==> src/gbn_pkg.sv <==
// Package for the go-back-N sender window core: event codes, register
// indexes, reset values and the result record. No dependencies.
package gbn_pkg;

   localparam int unsigned PACKET_BYTES_DEFAULT = 1024;

   localparam int unsigned WINDOW_W  = 16;
   localparam int unsigned FILE_W    = 32;
   localparam int unsigned TIMEOUT_W = 8;
   localparam int unsigned CSR_W     = 32;
   localparam int unsigned INDEX_W   = 33;
   localparam int unsigned TICK_W    = 9;
   localparam int unsigned LEN_OUT_W = 11;

   localparam logic [WINDOW_W-1:0]  WINDOW_SIZE_RESET = 16'd4;
   localparam logic [TIMEOUT_W-1:0] TIMEOUT_RESET     = 8'd5;
   localparam logic [TICK_W-1:0]    TICK_MAX          = 9'd511;

   typedef enum logic [1:0] {
      FUNC_SEND = 2'd0,
      FUNC_ACK  = 2'd1,
      FUNC_TICK = 2'd2,
      FUNC_FIN  = 2'd3
   } func_type;

   typedef enum logic [1:0] {
      CSR_WINDOW_SIZE   = 2'd0,
      CSR_FILE_BYTES    = 2'd1,
      CSR_TIMEOUT_TICKS = 2'd2
   } csr_index_type;

   typedef struct packed {
      logic                 send_valid;
      logic [FILE_W-1:0]    seq_number;
      logic [LEN_OUT_W-1:0] payload_len;
      logic                 slid;
      logic                 rewound;
      logic                 done_res;
   } result_type;

endpackage

==> src/gbn_window.sv <==
// Window state and event logic of the go-back-N sender: holds the configuration
// and counters, and works out one event per step_en cycle. Uses gbn_pkg.
module gbn_window import gbn_pkg::*; #(
   parameter int unsigned PACKET_BYTES = PACKET_BYTES_DEFAULT
) (
   input  logic              clock,
   input  logic              reset,
   input  logic              csr_we,
   input  logic [1:0]        csr_index,
   input  logic [CSR_W-1:0]  csr_wdata,
   input  logic              step_en,
   input  func_type          func,
   input  logic [FILE_W-1:0] ack_number,
   output result_type        result
);

   localparam int unsigned LOG   = $clog2(PACKET_BYTES);
   localparam int unsigned LEN_W = LOG + 1;
   localparam int unsigned OFF_W = INDEX_W + LOG;

   logic [WINDOW_W-1:0]  window_size_ff,  window_size_in;
   logic [FILE_W-1:0]    file_bytes_ff,   file_bytes_in;
   logic [TIMEOUT_W-1:0] timeout_ff,      timeout_in;
   logic [FILE_W-1:0]    next_pos_ff,     next_pos_in;
   logic [FILE_W-1:0]    next_off_ff,     next_off_in;
   logic [INDEX_W-1:0]   win_end_ff,      win_end_in;
   logic [TICK_W-1:0]    tick_ff,         tick_in;
   logic                 finished_ff,     finished_in;

   logic [INDEX_W-1:0] base;
   logic               done_now;
   logic [FILE_W-1:0]  remain;
   logic [LEN_W-1:0]   len;
   logic [INDEX_W-1:0] ack_q;
   logic [INDEX_W-1:0] ack_idx;
   logic [INDEX_W-1:0] npk;
   logic [TICK_W-1:0]  tick_inc;
   logic [OFF_W-1:0]   off_wide;
   logic [FILE_W-1:0]  off_sat;

   always_comb begin
      base     = win_end_ff - INDEX_W'(window_size_ff);
      done_now = finished_ff || (file_bytes_ff == '0);
      remain   = file_bytes_ff - next_off_ff;
      if (next_off_ff >= file_bytes_ff) begin
         len = '0;
      end else if (remain > FILE_W'(PACKET_BYTES)) begin
         len = LEN_W'(PACKET_BYTES);
      end else begin
         len = remain[LEN_W-1:0];
      end
      // ceil(ack / packet) by shift
      ack_q    = ({1'b0, ack_number} + INDEX_W'(PACKET_BYTES - 1)) >> LOG;
      ack_idx  = ack_q - INDEX_W'(1);
      npk      = ({1'b0, file_bytes_ff} + INDEX_W'(PACKET_BYTES - 1)) >> LOG;
      tick_inc = (tick_ff == TICK_MAX) ? tick_ff : tick_ff + TICK_W'(1);
      off_wide = OFF_W'(base) << LOG;
      off_sat  = (off_wide[OFF_W-1:FILE_W] != '0) ? '1 : off_wide[FILE_W-1:0];
   end

   always_comb begin
      window_size_in = window_size_ff;
      file_bytes_in  = file_bytes_ff;
      timeout_in     = timeout_ff;
      next_pos_in    = next_pos_ff;
      next_off_in    = next_off_ff;
      win_end_in     = win_end_ff;
      tick_in        = tick_ff;
      finished_in    = finished_ff;
      result         = '0;

      if (csr_we) begin
         priority case (csr_index)
            CSR_WINDOW_SIZE: begin
               // keep the base, move the end
               window_size_in = csr_wdata[WINDOW_W-1:0];
               win_end_in     = base + INDEX_W'(csr_wdata[WINDOW_W-1:0]);
            end
            CSR_FILE_BYTES:    file_bytes_in = csr_wdata[FILE_W-1:0];
            CSR_TIMEOUT_TICKS: timeout_in    = csr_wdata[TIMEOUT_W-1:0];
            default: ;
         endcase
      end else if (step_en && !done_now) begin
         unique case (func)
            FUNC_SEND: begin
               if ({1'b0, next_pos_ff} < win_end_ff) begin
                  result.send_valid  = 1'b1;
                  result.seq_number  = next_off_ff;
                  result.payload_len = LEN_OUT_W'(len);
                  next_pos_in        = next_pos_ff + FILE_W'(1);
                  next_off_in        = next_off_ff + FILE_W'(len);
               end
            end
            FUNC_ACK: begin
               tick_in = '0;
               if (ack_q != '0 && ack_idx >= base) begin
                  win_end_in  = ack_idx + INDEX_W'(1) + INDEX_W'(window_size_ff);
                  result.slid = 1'b1;
                  if (npk != '0 && ack_idx >= npk - INDEX_W'(1)) begin
                     finished_in = 1'b1;
                  end
               end
            end
            FUNC_TICK: begin
               tick_in = tick_inc;
               if (tick_inc > TICK_W'(timeout_ff)) begin
                  // rewind to the window base
                  next_pos_in    = base[FILE_W-1:0];
                  next_off_in    = off_sat;
                  tick_in        = '0;
                  result.rewound = 1'b1;
               end
            end
            FUNC_FIN: finished_in = 1'b1;
         endcase
      end
      result.done_res = finished_in || (file_bytes_in == '0);
   end

   always_ff @(posedge clock) begin
      if (reset) begin
         window_size_ff <= WINDOW_SIZE_RESET;
         file_bytes_ff  <= '0;
         timeout_ff     <= TIMEOUT_RESET;
         next_pos_ff    <= '0;
         next_off_ff    <= '0;
         win_end_ff     <= INDEX_W'(WINDOW_SIZE_RESET);
         tick_ff        <= '0;
         finished_ff    <= 1'b0;
      end else begin
         window_size_ff <= window_size_in;
         file_bytes_ff  <= file_bytes_in;
         timeout_ff     <= timeout_in;
         next_pos_ff    <= next_pos_in;
         next_off_ff    <= next_off_in;
         win_end_ff     <= win_end_in;
         tick_ff        <= tick_in;
         finished_ff    <= finished_in;
      end
   end

endmodule

==> src/go_back_n_sender_window_core.sv <==
// Go-back-N sender window core. Each request beat is an event (send slot, ack,
// tick or peer fin) and yields exactly one response beat: a packet descriptor
// and the slid, rewound and done flags. One event per clock is sustained while
// the response is not stalled; an accepted event is held in the input register
// while the window logic works it out; the state update and response register
// load share the edge that moves it on, so the response beat is offered from
// the response register. A stalled response holds the input register and drops
// req_tready once that register is full. Write csr_ registers only while no
// event is in flight. PACKET_BYTES must be a power of two.
module go_back_n_sender_window_core import gbn_pkg::*; #(
   parameter int unsigned PACKET_BYTES = PACKET_BYTES_DEFAULT
) (
   input  logic              clock,
   input  logic              reset,
   // request channel
   input  logic              req_tvalid,
   output logic              req_tready,
   input  logic [31:0]       req_tdata,  // [31:0] ack_number
   input  logic [1:0]        req_tuser,  // [1:0] func
   // response channel
   output logic              rsp_tvalid,
   input  logic              rsp_tready,
   output logic [47:0]       rsp_tdata,  // [0] send_valid, [32:1] seq_number,
                                         // [43:33] payload length, [44] slid,
                                         // [45] rewound, [46] done_res
   // configuration
   input  logic              csr_we,
   input  logic [1:0]        csr_index,
   input  logic [CSR_W-1:0]  csr_wdata
);

   logic              in_valid_ff, in_valid_in;
   logic [1:0]        in_func_ff;
   logic [FILE_W-1:0] in_ack_ff;
   logic              out_valid_ff, out_valid_in;
   result_type        out_ff;
   result_type        result;
   logic              advance;

   // advance the input beat when the response register is free or draining
   assign advance    = in_valid_ff && (!out_valid_ff || rsp_tready);
   assign req_tready = !in_valid_ff || advance;

   always_comb begin
      in_valid_in  = req_tready ? req_tvalid : in_valid_ff;
      out_valid_in = advance ? 1'b1 : (out_valid_ff && !rsp_tready);
   end

   gbn_window #(
      .PACKET_BYTES (PACKET_BYTES)
   ) u_window (
      .clock      (clock),
      .reset      (reset),
      .csr_we     (csr_we),
      .csr_index  (csr_index),
      .csr_wdata  (csr_wdata),
      .step_en    (advance),
      .func       (func_type'(in_func_ff)),
      .ack_number (in_ack_ff),
      .result     (result)
   );

   always_ff @(posedge clock) begin
      if (reset) begin
         in_valid_ff  <= 1'b0;
         out_valid_ff <= 1'b0;
      end else begin
         in_valid_ff  <= in_valid_in;
         out_valid_ff <= out_valid_in;
      end
   end

   always_ff @(posedge clock) begin
      if (req_tready && req_tvalid) begin
         in_func_ff <= req_tuser;
         in_ack_ff  <= req_tdata;
      end
      if (advance) begin
         out_ff <= result;
      end
   end

   assign rsp_tvalid = out_valid_ff;
   assign rsp_tdata  = {1'b0, out_ff.done_res, out_ff.rewound, out_ff.slid,
                        out_ff.payload_len, out_ff.seq_number, out_ff.send_valid};

endmodule
==> config.mk <==
export PLATFORM = sky130hd
export DESIGN_NAME = go_back_n_sender_window_core
export DESIGN_NICKNAME = d
export VERILOG_FILES = /design/src/gbn_pkg.sv /design/src/gbn_window.sv /design/src/go_back_n_sender_window_core.sv
export SDC_FILE = /design/constraint.sdc
export NUM_CORES = 1
export LEC_CHECK = 0
export ABC_AREA = 1
export BUFFER_PORTS_ARGS = -buffer_cell sky130_fd_sc_hd__buf_2
export CORE_MARGIN = 2
export CORE_UTILIZATION = 50
export CTS_CLUSTER_SIZE = 28
export DETAILED_ROUTE_END_ITERATION = 12
export PLACE_DENSITY = 0.67
export SKIP_LAST_GASP = 1
export SYNTH_ARGS = -nofsm -noshare
export SYNTH_HDL_FRONTEND = slang
export SYNTH_SLANG_ARGS = --single-unit
==> constraint.sdc <==
create_clock -name clock -period 9.71 [get_ports clock]
set_input_delay 0 -clock clock [delete_from_list [all_inputs] [get_ports clock]]
set_output_delay 0 -clock clock [all_outputs]
set_load 0.01 [all_outputs]
==> flow_summary.ini <==
[logic_synthesis]
ys_seq_area_share_pct = 26.3
synth_nets = 3585
ys_seq_elements = 246
avgSynthCellArea_sq_um = 6.58
synth_warnings = 0
yosys_most_used_dff = dfxtp_1
yosys.area.top_type_share_pct = 15.2
ys_async_sr_fraction_pct = 0
synth_edf_count = 81
syn_area_sq_um = 21800
synth_area_leaders = dfxtp_1 15%, nand2_1 13%, ha_1 11%, edfxtp_1 11%, inv_1 7.7%
yosysTopAreaCell = dfxtp_1
synth_cell_types = 56
netlist_instances = 3309

[worst_setup_path]
ff2ff_path_depth = 34
reg2reg_to = u_window.next_off_ff[30]
worstPathMaxFanout = 11
cp_common_cell = nand2_1
crit_path_start_kind = flip-flop
slowest_delay_ns = 0.91
reg2reg_slack_ns = 2.91
required_ns = 10.20
setup.worst_path.class = reg -> reg
crit_family = simple AND/OR/NAND/NOR gates
arrival_ns = 7.29
path_buf_inv = 5
r2r-start = u_window.next_off_ff[20]
cp_slowest_cell = o21ai_0
end_kind = flip-flop

[routing]
vias = 22800
drc = 0
drtIter0Drc = 1903
drt_first_pass_iters = 5
routedWlPerCell_um = 18.4
wirelength_um = 75200
viasPerCell = 5.58
ant_nets = 0

[layout]
diodes = 0
layout_commonest_cell = nand2_1
design_area_sq_um = 24700
final_nets = 3756
layout-drive-gt1-share_pct = 7.82
final_cell_mix = 728 x nand2_1, 446 x inv_1, 388 x nor2_1
regArea_sq_um = 5740
multiInputGateArea_sq_um = 14000
area_delta_synth_final_pct = 13.3
fill_cells = 4270
fin_util_pct = 57.4

[worst_hold_path]
hold_end = in_ack_ff[24]
hp-start = req_tdata[24]
hold_depth = 2
hp-class = in -> reg

[timing]
setup_slack_ns = 2.91
report.final.slew_viol_count = 0
period_share_pct = 70.1
finalSetupViolations = 0
holdWs_ns = 0.120
finalSetupTns_ns = 0
rsz0062_at_grt = no
worst_pin_slew_ns = 1.21
post-route-min-period_ns = 6.80
hold_viol_final = 0
max-slew-margin-rel_pct = 19.4
fin_skew_ns = 0.0126
fmax_mhz = 147

[floorplan]
pin_count = 123
initial_core_util_pct = 50.6
die_height_um = 213
dieArea_sq_um = 45200
die_x_um = 213
core_sq_um = 43000
rows = 76

[global_route]
grt_first_pass_wirelength_um = 116000
grt_pass1_vias = 21400
grt-ovfl-total = 0
antenna_found_initial = 1
grt.total_usage_pct = 33.0
grt_max_degree = 92

[power_and_ir_drop]
power_density_nw_per_um2 = 151
leakagePower_nw = 11.8
peakVddDrop_uv = 154

[place]
place_area_sq_um = 22900
dp_hpwl_um = 59600
port_buffers = 121
place_ws_ns = 3.13
gp_congestion = 0.969

[clock_tree]
clkSlewWorstSetupHoldPaths_ns = 0.06
h-tree-depth = 1
insertion_delay_ns = 0.59
max-clock-path-buffers = 3
post-cts-setup-buffers = 0
cts-resized-gates = 0
root_buffer = clkbuf_16
cts_sinks = 246
cts_tree = yes
numCtsBuffers = 30

[run]
drv_cap = 0

[run_status]
status = completed
## worst max-delay path by stage
stage	from	end	slack (ns)	depth (start not counted)
floorplan	u_window.next_off_ff[0]	u_window.next_off_ff[26]	4.96	40
global placement	u_window.next_off_ff[21]	u_window.next_off_ff[22]	3.19	35
detailed placement	u_window.next_off_ff[20]	u_window.next_off_ff[30]	3.13	34
CTS	u_window.next_off_ff[20]	u_window.next_off_ff[30]	3.08	34
global route	u_window.next_off_ff[15]	u_window.next_off_ff[22]	2.28	35
finish	u_window.next_off_ff[20]	u_window.next_off_ff[30]	2.91	34
## worst reg2reg max path: cells and delay by family (launching register included)
| kind | cells | cell delay [ns] |
|---|---|---|
| adders and majority gates | 3 | 0.95 |
| AOI/OAI and AO/OA | 4 | 1.56 |
| xor gates and xnor gates | 2 | 0.28 |
| buffers and inverters | 5 | 0.47 |
| and+or+nand+nor | 20 | 3.15 |
| DFF | 1 | 0.31 |
## state kept, by name (all words and copies together) (netlist names)
name and count:
in_ack_ff 32, in_func_ff 2, in_valid_ff 1, rsp_tdata 47
rsp_tvalid 1, u_window.file_bytes_ff 32, u_window.finished_ff 1, u_window.next_off_ff 32
u_window.next_pos_ff 32, u_window.tick_ff 9, u_window.timeout_ff 8, u_window.win_end_ff 33
u_window.window_size_ff 16
## routing by layer
layer	wire (um)	GRT usage, %
met1	32800	43.7
met2	34000	54.4
met3	5040	4.03
met4	3420	13.6
met5	13	0
## synth_stat cells (10+ instances only)
cell and count:
nor4_1 34, inv_1 447, nor2_1 388, a21o_1 15
o21ai_1 19, o211ai_1 10, clkbuf_1 53, nand2_1 728
o21a_1 11, o21ai_0 214, xor2_1 111, nor2_2 11
inv_2 14, ha_1 198, dfxtp_1 165, a21oi_1 287
nand4_1 69, nor2_4 10, nand2_2 27, xnor2_1 28
nor3_1 59, nand3_1 201, a31oi_1 20, edfxtp_1 81
## power breakdown
| group | internal [mW] | switching, mW |
|---|---|---|
| clock | 0.677 | 0.472 |
| combinational | 0.467 | 0.955 |
| sequential | 1.11 | 0.0488 |
| total | 2.25 | 1.48 |
## area by class of cell
cell class              count  share of cell area (%)
multi-input cells        2524                    56.6
flip-flops and latches    246                    23.3
inverters                 466                    7.10
repair buffers            212                    6.02
clock buffers              43                    3.55
well taps                 585                    2.97
clock inverters            13                   0.497
## logic make-up after synthesis
logic type	synth area share, %
and+or+nand+nor	31.7
AOI/OAI and AO/OA	14.7
muxes	0.184
buffers and inverters	9.54
xor gates and xnor gates	5.67
adders and majority gates	11.8
other	0.0172
DFF	26.3
## timing repair
action                     in CTS  in global routing
hold buffers                   78                  0
setup endpoints to repair       0                  0
hold endpoints to repair       93                  0
## per-stage QoR
step	std cells	total power [mW]
after global routing	4089	3.95
after CTS	4089	3.71
after global placement	3955	2.52
after floorplan	3309	2.15
final	4089	3.73
after detailed placement	3955	2.54
Note: power is estimated with default switching activity, not from simulation.
